**config.mk**
```make
export PLATFORM = sky130hd
export DESIGN_NAME = urr_result
export DESIGN_NICKNAME = d
export VERILOG_FILES = /design/src/rtl/urr_pkg.sv /design/src/rtl/urr_result.sv
export SDC_FILE = /design/constraint.sdc
export NUM_CORES = 1
export LEC_CHECK = 0
export BUFFER_PORTS_ARGS = -buffer_cell sky130_fd_sc_hd__buf_4
export CAP_MARGIN = 25
export CORE_MARGIN = 4
export CORE_UTILIZATION = 29
export DETAILED_ROUTE_END_ITERATION = 10
export GPL_TIMING_DRIVEN = 1
export SKIP_CTS_REPAIR_TIMING = 1
export SKIP_LAST_GASP = 1
export SYNTH_ARGS = -nofsm -noshare
export SYNTH_HDL_FRONTEND = slang
export SYNTH_SLANG_ARGS = --single-unit
```
**constraint.sdc**
```tcl
create_clock -name clk -period 2.3 [get_ports clk]
set_clock_uncertainty 0.15 [all_clocks]
set_input_delay 0.115 -clock clk [delete_from_list [all_inputs] [get_ports clk]]
set_output_delay 0.115 -clock clk [all_outputs]
set_load 0.01 [all_outputs]
```
**src/rtl/urr_pkg.sv**
```systemverilog
// Shared types, widths and helpers for the unbiased range reduction pipeline.
// No dependencies; imported by every module of the block.
`default_nettype none

package urr_pkg;

  localparam int WORD_BITS = 32;
  localparam int IN_WORD_BITS = 32;
  localparam int BOUND_BITS = 32;
  localparam int REM_BITS = 31;
  localparam int CMP_BITS = (WORD_BITS > REM_BITS) ? WORD_BITS : REM_BITS;
  localparam int IN_DATA_BITS = 64;
  localparam int OUT_DATA_BITS = 40;

  typedef enum logic [1:0] {
    ST_ACCEPT   = 2'd0,
    ST_REJECT   = 2'd1,
    ST_BADBOUND = 2'd2
  } urr_status_t;

  // One item in flight: the masked word, divisor, error flag and the two
  // partial remainders (word mod bound and all-ones mod bound).
  typedef struct packed {
    logic [WORD_BITS-1:0] word;
    logic [REM_BITS-1:0]  div;
    logic                 bad;
    logic [REM_BITS-1:0]  rem_w;
    logic [REM_BITS-1:0]  rem_o;
  } urr_item_t;

  // One restoring division step: shift in a dividend bit, subtract if it fits.
  function automatic logic [REM_BITS-1:0] div_step(logic [REM_BITS-1:0] rem,
                                                   logic bit_in,
                                                   logic [REM_BITS-1:0] d);
    logic [REM_BITS:0] shifted;
    logic [REM_BITS:0] diff;
    shifted = {rem, bit_in};
    diff = shifted - {1'b0, d};
    if (shifted >= {1'b0, d}) begin
      return diff[REM_BITS-1:0];
    end
    return shifted[REM_BITS-1:0];
  endfunction

endpackage

`default_nettype wire

```
**src/rtl/urr_result.sv**
```systemverilog
// Final stage: threshold compare, status encoding and the output register.
// Depends on urr_pkg.
`default_nettype none

module urr_result
  import urr_pkg::*;
(
  input  wire logic         clk,
  input  wire logic         rst_n,
  input  wire logic         valid_i,
  output logic              ready_o,
  input  wire urr_item_t    item_i,
  output logic              out_valid,
  input  wire logic         out_ready,
  output urr_status_t       status_o,
  output logic [REM_BITS-1:0] value_o
);

  localparam logic [CMP_BITS-1:0] ONES = CMP_BITS'({WORD_BITS{1'b1}});

  logic                valid_r;
  urr_status_t         status_r;
  urr_status_t         status_nxt;
  logic [REM_BITS-1:0] value_r;
  logic [REM_BITS-1:0] value_nxt;
  logic [CMP_BITS-1:0] threshold;
  logic [CMP_BITS-1:0] word_ext;

  assign ready_o   = !valid_r || out_ready;
  assign out_valid = valid_r;
  assign status_o  = status_r;
  assign value_o   = value_r;

  always_comb begin
    threshold = ONES - CMP_BITS'(item_i.rem_o);
    word_ext  = CMP_BITS'(item_i.word);
    value_nxt = '0;
    priority if (item_i.bad) begin
      status_nxt = ST_BADBOUND;
    end else if (word_ext < threshold) begin
      status_nxt = ST_ACCEPT;
      value_nxt  = item_i.rem_w;
    end else begin
      status_nxt = ST_REJECT;
    end
  end

  always_ff @(posedge clk) begin
    if (!rst_n) begin
      valid_r <= 1'b0;
    end else if (ready_o) begin
      valid_r <= valid_i;
    end
  end

  always_ff @(posedge clk) begin
    if (ready_o && valid_i) begin
      status_r <= status_nxt;
      value_r  <= value_nxt;
    end
  end

  a_rem_below_div: assert property (@(posedge clk) disable iff (!rst_n)
    (valid_i && !item_i.bad) |-> (item_i.rem_w < item_i.div && item_i.rem_o < item_i.div))
    else $error("remainder not below bound");

  a_err_value_zero: assert property (@(posedge clk) disable iff (!rst_n)
    (valid_r && status_r != ST_ACCEPT) |-> (value_r == '0))
    else $error("nonzero value on reject or bad bound");

  a_load_status: assert property (@(posedge clk) disable iff (!rst_n)
    (ready_o && valid_i && item_i.bad) |=> (valid_r && status_r == ST_BADBOUND))
    else $error("bad bound not reported");

endmodule

`default_nettype wire

```
==> flow_summary.json <==
{
  "status": "finished, final reports clean",
  "min_path_type": "input port to flip-flop",
  "grt_pass1_vias": 1832,
  "wirelength_microns": 5590,
  "synth_nets": 321,
  "synth_area_sq_um": 2280,
  "overflow": 0,
  "dp_hpwl_microns": 4390,
  "clkTransAtPathRegs_ns": 0.07,
  "power.internal_mw": 1.35,
  "pwr-share-clk_pct": 31.9,
  "cts_tree": "yes",
  "setup_violations": 0,
  "drive_gt1_share_pct": 61.0,
  "dieWidth_microns": 96.7,
  "period_share_pct": 80.8,
  "cts_root_buf": "clkbuf_8",
  "grt_pass1_wl_microns": 8740,
  "rows": 32,
  "slowest_delay_ns": 0.38,
  "worstPathArrival_ns": 1.72,
  "crit_path_cell_trace": "buf_4 > ha_1 > nand4_1 > nor4_1 > a221oi_2 > a21oi_4 > buf_12 > nor4b_2",
  "critPathKind": "input port to flip-flop",
  "post_synth.cell_area_avg_sq_um": 14.2,
  "ys_seq_area_share_pct": 44.3,
  "max-cap-violations": 0,
  "pin_count": 165,
  "dieArea_sq_um": 9350,
  "yosys_warnings": 0,
  "worst_slew_pin_slew_ns": 0.536,
  "die_height_microns": 96.7,
  "place_congestion": 0.685,
  "final_hold_viol_count": 0,
  "core_area_sq_um": 7690,
  "start_kind": "input port",
  "cp_slowest_cell": "nor4_1",
  "relSlewSlack_pct": 64.2,
  "period_needed_ns": 1.86,
  "syn_inst": 161,
  "rsz0062_at_grt": "no",
  "drc": 0,
  "power_leakage_nw": 1.54,
  "antenna_cells": 0,
  "numClockSinks": 34,
  "port_buffers": 133,
  "grt_max_degree": 35,
  "final_cell_mix": "buf_4 (137), edfxtp_1 (33), nor4b_2 (30), ha_1 (30), a21oi_1 (9)",
  "power.density_nw_per_um2": 500,
  "ant_nets": 0,
  "critPathMaxFanout": 26,
  "swShare_pct": 23.4,
  "max-vdd-ir-drop_v": 0.000204,
  "cts_buffers": 5,
  "areaGrowthSynthToFinish_pct": 55.0,
  "p_seq_share_pct": 42.2,
  "clk_latency_ns": 0.28,
  "cts_buffer_depth": 2,
  "worst_slack_ns": 0.442,
  "place_ws_ns": 0.0930,
  "crit_required_ns": 2.16,
  "layout_commonest_cell": "buf_4",
  "netSwitchingPower_mw": 0.415,
  "routedWlPerCell_microns": 13.9,
  "fmax_mhz": 538,
  "antenna_found_initial": 0,
  "dr.pass1.iters": 4,
  "vias_per_cell": 4.56,
  "synth_cell_types": 35,
  "drv_slew": 0,
  "fin_tns_setup_ns": 0,
  "ys_seq_elements": 34,
  "vias": 1833,
  "nets": 459,
  "grtUsageTotal_pct": 11.4,
  "start_util_pct": 29.7,
  "htreeDepth": 2,
  "p_comb_share_pct": 25.9,
  "drt_first_iter_violations": 41,
  "endpoint_kind": "flip-flop"
}
==> layout make-up <==
type | count | area, sq um
sequential | 34 | 1010
clock inverter | 1 | 30.0
timing repair buffer | 141 | 1090
multi-input combinational | 113 | 1180
clock buffer | 7 | 86.3
inverter | 4 | 15.0
fill | 736 | 4150
tap | 102 | 128
==> metrics by stage <==
| stage | cells | hold WS, ns | util (%) | power (mW) | instance area (sq um) |
|---|---|---|---|---|---|
| after floorplan | 161 | 0.0639 | - | 0.982 | 2280 |
| after global placement | 392 | 0.222 | 44.2 | 1.22 | 3400 |
| after detailed placement | 392 | 0.239 | 44.2 | 1.22 | 3400 |
| after CTS | 400 | -0.0666 | 45.7 | 1.80 | 3520 |
| after global routing | 402 | 0.0427 | 46.0 | 1.87 | 3540 |
| final | 402 | 0.0493 | 46.0 | 1.77 | 3540 |
==> critical path, delay by kind of cell <==
family	cells	cell delay (ns)
simple gates	3	0.61
buf+inv	2	0.34
compound gates	2	0.34
fa+ha+maj	1	0.31
==> layer usage <==
metal | routed length, microns | up-vias | GRT usage [%] | share of wire [%]
met2 | 2820 | 77 | 19.4 | 50
met4 | 78 | 0 | 3.89 | 1.4
met5 | 0 | - | 0 | 0
li1 | - | 930 | - | -
met1 | 2250 | 820 | 13.3 | 40
met3 | 440 | 6 | 4.11 | 7.9
==> cell families after synthesis <==
family	share of synthesized area, %
and+or+nand+nor	25.7
DFF	44.3
adders and majority gates	16.5
AOI/OAI and AO/OA	9.22
buffers and inverters	4.28
==> synthesized netlist by cell type (all sizes together) <==
cell type	number	area share [%]
buf	7	3.1
a211oi	3	1.4
a21boi	1	0.33
or4	1	0.49
nor4b	31	20
a22oi	1	0.33
nor2	3	0.60
and2	1	0.27
nand3	1	0.22
nand2	7	1.2
a2bb2oi	1	0.38
o22a	1	0.38
dfxtp	1	0.88
a21oi	10	2.7
o221ai	1	0.38
ha	30	16
nand2b	1	0.27
a21o	1	0.33
clkbuf	3	0.49
o211a	1	0.44
nand4	6	1.6
nor4	1	0.27
nor3	2	0.66
a221oi	1	0.66
o21ai	7	1.5
inv	4	0.66
edfxtp	33	43
o21a	1	0.33
==> power groups by stage <==
| stage | combinational (mW) | clock [mW] | sequential (mW) |
|---|---|---|---|
| floorplan | 0.198 | 0 | 0.784 |
| global placement | 0.455 | 0 | 0.760 |
| detailed placement | 0.460 | 0 | 0.760 |
| CTS | 0.462 | 0.587 | 0.747 |
| global route | 0.505 | 0.610 | 0.750 |
| finish | 0.457 | 0.564 | 0.746 |
==> state kept, by name (all words and copies together), names as in the netlist <==
signal     flops
out_valid      1
status_o       2
value_o       31
==> final timing paths <==
kind	from	endpoint	slack [ns]	cells past startpoint
worst max-delay path	item_i[14]	value_o[29]	0.44	8
worst max register to register	out_valid	value_o[25]	0.86	3
worst min-delay path	item_i[44]	value_o[13]	0.05	2
worst min register to register	out_valid	value_o[20]	0.92	3
No activity file was read; power rests on OpenSTA's default activity.
