**config.mk**
```make
export PLATFORM = sky130hd
export DESIGN_NAME = urr_step
export DESIGN_NICKNAME = d
export VERILOG_FILES = /design/src/rtl/urr_pkg.sv /design/src/rtl/urr_step.sv
export SDC_FILE = /design/constraint.sdc
export NUM_CORES = 1
export LEC_CHECK = 0
export BUFFER_PORTS_ARGS = -buffer_cell sky130_fd_sc_hd__buf_4
export CAP_MARGIN = 0
export CORE_MARGIN = 2
export CORE_UTILIZATION = 47
export CTS_CLUSTER_SIZE = 8
export DETAILED_ROUTE_END_ITERATION = 6
export HOLD_SLACK_MARGIN = 0.12
export PLACE_DENSITY = 0.79
export SLEW_MARGIN = 10
export SYNTH_ARGS = -nofsm -noshare
export SYNTH_HDL_FRONTEND = slang
export SYNTH_SLANG_ARGS = --single-unit
```
**constraint.sdc**
```tcl
create_clock -name clk -period 11.4 [get_ports clk]
set_input_delay 0.57 -clock clk [delete_from_list [all_inputs] [get_ports clk]]
set_output_delay 0.57 -clock clk [all_outputs]
set_load 0.02 [all_outputs]
```
**src/rtl/urr_pkg.sv**
```systemverilog
// Shared types, widths and helpers for the unbiased range reduction pipeline.
// No dependencies; imported by every module of the block.
`default_nettype none

package urr_pkg;

  localparam int WORD_BITS = 32;
  localparam int IN_WORD_BITS = 32;
  localparam int BOUND_BITS = 32;
  localparam int REM_BITS = 31;
  localparam int CMP_BITS = (WORD_BITS > REM_BITS) ? WORD_BITS : REM_BITS;
  localparam int IN_DATA_BITS = 64;
  localparam int OUT_DATA_BITS = 40;

  typedef enum logic [1:0] {
    ST_ACCEPT   = 2'd0,
    ST_REJECT   = 2'd1,
    ST_BADBOUND = 2'd2
  } urr_status_t;

  // One item in flight: the masked word, divisor, error flag and the two
  // partial remainders (word mod bound and all-ones mod bound).
  typedef struct packed {
    logic [WORD_BITS-1:0] word;
    logic [REM_BITS-1:0]  div;
    logic                 bad;
    logic [REM_BITS-1:0]  rem_w;
    logic [REM_BITS-1:0]  rem_o;
  } urr_item_t;

  // One restoring division step: shift in a dividend bit, subtract if it fits.
  function automatic logic [REM_BITS-1:0] div_step(logic [REM_BITS-1:0] rem,
                                                   logic bit_in,
                                                   logic [REM_BITS-1:0] d);
    logic [REM_BITS:0] shifted;
    logic [REM_BITS:0] diff;
    shifted = {rem, bit_in};
    diff = shifted - {1'b0, d};
    if (shifted >= {1'b0, d}) begin
      return diff[REM_BITS-1:0];
    end
    return shifted[REM_BITS-1:0];
  endfunction

endpackage

`default_nettype wire

```
**src/rtl/urr_step.sv**
```systemverilog
// One pipeline stage of the dual restoring divider: a single quotient step
// for both remainder lanes. Depends on urr_pkg.
`default_nettype none

module urr_step
  import urr_pkg::*;
(
  input  wire logic      clk,
  input  wire logic      rst_n,
  input  wire logic      valid_i,
  output logic           ready_o,
  input  wire urr_item_t item_i,
  input  wire logic      bit_i,
  output logic           valid_o,
  input  wire logic      ready_i,
  output urr_item_t      item_o
);

  logic      valid_r;
  urr_item_t item_r;
  urr_item_t item_nxt;

  // Advance when this stage is empty or its contents move on.
  assign ready_o = !valid_r || ready_i;
  assign valid_o = valid_r;
  assign item_o  = item_r;

  always_comb begin
    item_nxt = item_i;
    item_nxt.rem_w = div_step(item_i.rem_w, bit_i, item_i.div);
    item_nxt.rem_o = div_step(item_i.rem_o, 1'b1, item_i.div);
  end

  always_ff @(posedge clk) begin
    if (!rst_n) begin
      valid_r <= 1'b0;
    end else if (ready_o) begin
      valid_r <= valid_i;
    end
  end

  always_ff @(posedge clk) begin
    if (ready_o && valid_i) begin
      item_r <= item_nxt;
    end
  end

endmodule

`default_nettype wire

```
==> summary by stage <==
Status
The flow ran to the end, and the final reports show no timing, DRC or antenna violations.

Finish
The net count reported at finish is 1,180. At the end of the flow the core is filled with cells to 64.8%. The number of antenna diodes in the final layout is 0. The fraction of layout instances using a drive strength above 1 is 31.4%. The number of standard cells in the final layout excluding fillers is 1,219.

The synthesis-to-finish area growth is 35.0%.

GRT
The global-route track usage on met1 is 32.8%. Entering global routing, the biggest net connects 65 pins. The initial antenna violation count is 0. Global routing consumed, over all layers together, 25.3% of the routing resources. Summed over all layers, the global routing overflow is 0. The first global-routing pass estimated 34,800 um of wire. The via count of the first global-routing pass was 6,570. Global routing used 6.05% of the available met3 tracks.

After global routing, the most crowded layer is met2. In the global route stage, met2 resource usage came out at 42.3%.

Synth
The Yosys step of the flow raised 0 warnings. A synthesized cell averages 10.9 sq um. The mux contribution to synthesized area is 5.65%. Among all cell types in the netlist, the one instantiated most often is sky130_fd_sc_hd__edfxtp_1. The unique cell type count in the Yosys netlist is 62. The fraction of post-synthesis cell area in the top cell type by area is 47.6%. The number of enable-type register cells in the synthesized netlist is 126. After Yosys synthesis, XOR and XNOR cells account for 5.94% of the synthesized area. Ranked by instance count, the synthesized netlist is headed by 126 x sky130_fd_sc_hd__edfxtp_1, 79 x sky130_fd_sc_hd__a21oi_1, 61 x sky130_fd_sc_hd__ha_1. For this run, the register share of the synthesized area comes to 47.8%. After synthesis, the largest family of logic cells by area is compound AO/OA/AOI/OAI gates. By area the synthesized netlist is led by sky130_fd_sc_hd__edfxtp_1 48%, sky130_fd_sc_hd__ha_1 9.6%, sky130_fd_sc_hd__a21oi_1 5.0%.

The biggest area consumer among synthesized cells is sky130_fd_sc_hd__edfxtp_1. The synthesized netlist occupies a cell area of 0.00796 sq mm. The number of synthesized register bits is 127. The synthesized net count is 921. The most used flip-flop cell after synthesis is sky130_fd_sc_hd__edfxtp_1.

The fraction of synthesis flops using an asynchronous set or reset pin is 0%. After Yosys synthesis, full adders, half adders and majority gates account for 10.1% of the synthesized area. The instance count of the mapped netlist is 727. The simple-gate share of the synthesized area is 10.3%. Summing the areas of all compound-gate instances in the mapped netlist gives 16.7% of the synthesized area.

Pwr
The cell-internal power is 1.15 mW. Summed over all cells, the static leakage comes to 4.77 nW. Of the total power, the share spent switching nets is 28.8%. Of the total power, the clock network draws 37.0%. Summed over all nets, the switching power comes to 0.466 mW. Sequential cells account for 36.3% of the total power.

The share of total power dissipated in combinational logic is 26.7%. The power per cell area is 151 mW/mm^2. IR analysis of the VDD net gives a maximum drop of 0.000107 V.

Hold path
The end point of the worst hold path is item_o[120]$_DFFE_PP_. The worst hold path depth is 1. The class of the tightest hold or removal check is in2reg. The hold path startpoint is item_i[120].

Drt
In the final routed layout, each cell accounts on average for 18.7 um. In the routed layout, each cell is associated on average with a via count of 5.50. The first routing iteration left 464 violations.

The detailed-route via count is 6,707. The post-detailed-routing wire length is 22,800 um. The count of nets left with antenna violations once routing finished came out at 0.

The number of DRC violations after detailed routing is 0. The first-pass iteration count of the detailed router is 5.

Timing
The transition time at the pin with the least slew margin is 0.885 ns. In the final timing run, aggregate negative setup slack is 0 ns. The final setup violation count is 0. On the final layout, the worst clock skew is 0.0134 ns. Setup repair after global routing left no endpoint under its margin. The share of the clock period used by the worst path is 30.2%. The final max-slew violation count was 0.

The maximum operating frequency is 290 MHz. In this run the tightest slew margin relative to its limit is 41.0%. For the finished layout, the period the worst path requires is 3.45 ns.

The number of hold-slack violations in the final timing report came to 0.

Placement
The routability congestion estimate from global placement is 0.988. The count of input and output buffers is 258. The wire-length estimate of the detail-placed layout is 17,600 um. The number of placed instances, taps included, is 1,187.

Setup path
The worst setup path is of the in2reg kind. The worst setup path is captured at a flip-flop. The maximum net fanout on the critical path is 37. The worst setup slack for register-to-register paths is 9.08 ns.

The endpoint identified for the worst register-to-register timing path is item_o[31]$_DFFE_PP_. For the worst setup path, the data arrival time is 3.61 ns. The number of cell instances on the worst register-to-register path is 3. The startpoint type of the worst setup path is a primary input. The launching point of the worst reg2reg path is valid_o$_SDFFE_PN0N_. The worst path required time is 11.56 ns.

Clock network
The largest buffer count on any clock path is 2. Gates resized during post-CTS repair numbered 0. The number of H-tree branching levels is 4. After clock tree synthesis, the setup repair step added 0 buffers. The post-CTS clock slew at the launch and capture registers of the worst setup and hold paths is 0.06 ns.

The CTS tree is done. The later-pin clock latency in the skew report is 0.42 ns. In this run, post-CTS hold repair placed 0 buffers. The number of sinks handled by clock tree synthesis is 127. The library cell used as clock root buffer is sky130_fd_sc_hd__clkbuf_16. The number of CTS-inserted buffers is 17.

Floorplanning
The floorplan step defined a core boundary enclosing 0.0166 sq mm. The effective utilization at floorplan is 48.0%. The die covers 0.0180 sq mm. The number of ports placed on the die boundary is 259. The die is 134 um tall. The number of cell rows is 47. The horizontal extent of the die is 134 um.

Run
Max-cap violations in this run came to 0.
[through the flow]
stage               hold slack, ns  setup slack (ns)  cell area [sq um]  total power [mW]
global placement             0.523              7.60              10100              1.02
floorplan                    0.669              7.14               7960             0.866
CTS                          0.312              7.97              10700              1.63
detailed placement           0.548              7.56              10100              1.02
finish                       0.318              7.95              10700              1.62
global route                 0.304              7.69              10700              1.69
[critical path: stages]
cell and delay (ns):
sky130_fd_sc_hd__buf_4 0.13, sky130_fd_sc_hd__ha_1 0.23, sky130_fd_sc_hd__fa_1 0.40, sky130_fd_sc_hd__nand2b_1 0.17, sky130_fd_sc_hd__a211oi_1 0.43, sky130_fd_sc_hd__nor4_1 0.11
sky130_fd_sc_hd__o21ai_1 0.18, sky130_fd_sc_hd__a31oi_1 0.14, sky130_fd_sc_hd__o21bai_4 0.39, sky130_fd_sc_hd__buf_4 0.44, sky130_fd_sc_hd__mux2_2 0.38
[power groups by stage]
stage          combinational, mW  sequential (mW)  clock (mW)
3_5_place_dp               0.426            0.596           0
4_1_cts                    0.429            0.588       0.609
6_report                   0.431            0.587       0.599
2_1_floorplan              0.214            0.652           0
3_3_place_gp               0.420            0.596           0
5_1_grt                    0.467            0.591       0.630
[area by class of cell]
| class | instances | area (sq um) |
|---|---|---|
| Inverter | 49 | 184 |
| Multi-Input combinational cell | 531 | 3880 |
| Clock buffer | 18 | 429 |
| Sequential cell | 127 | 3800 |
| Clock inverter | 14 | 214 |
| Tap cell | 220 | 275 |
| Fill cell | 1351 | 5840 |
| Timing Repair Buffer | 260 | 1950 |
[registers in the layout (all words and copies together) (netlist names)]
register and flops:
valid_o 1, item_o 126
[layer usage]
metal,wire [um],part of all wire (%),vias up
met3,1960,8.6,28
li1,-,-,3255
met1,9460,42,3159
met4,344,1.5,0
met2,11000,48,265
met5,0,0,-
[worst max path at each step]
stage	startpoint	to	slack, ns	depth (start not counted)
4_1_cts	item_i[63]	item_o[38]$_DFFE_PP_	7.97	11
3_5_place_dp	item_i[63]	item_o[38]$_DFFE_PP_	7.56	11
2_1_floorplan	ready_i	item_o[0]$_SDFFCE_PP1P_	7.14	2
5_1_grt	item_i[63]	item_o[38]$_DFFE_PP_	7.69	11
3_3_place_gp	item_i[63]	item_o[37]$_DFFE_PP_	7.60	11
6_report	item_i[63]	item_o[38]$_DFFE_PP_	7.95	11
[cell usage in the layout, fill, tap and decap left out, drive strengths merged, types with 12 or more instances in the layout]
| cell type | Yosys | routed |
|---|---|---|
| o21ai | 28 | 28 |
| nand2 | 47 | 47 |
| edfxtp | 126 | 126 |
| nor3 | 15 | 15 |
| clkbuf | 14 | 18 |
| nor2 | 45 | 45 |
| a21oi | 79 | 79 |
| ha | 61 | 61 |
| nand3 | 12 | 12 |
| buf | 6 | 260 |
| xnor2 | 30 | 30 |
| a21o | 36 | 36 |
| mux2 | 39 | 39 |
| inv | 49 | 51 |
| xor2 | 24 | 24 |
[cells by family after synthesis]
family	after synthesis
multiplexers	40
XOR/XNOR	54
buffers and inverters	69
adder cells (fa/ha/maj)	63
AO/OA/AOI/OAI	207
AND/OR/NAND/NOR	167
flip-flops	127
No activity file was read; power rests on OpenSTA's default activity.
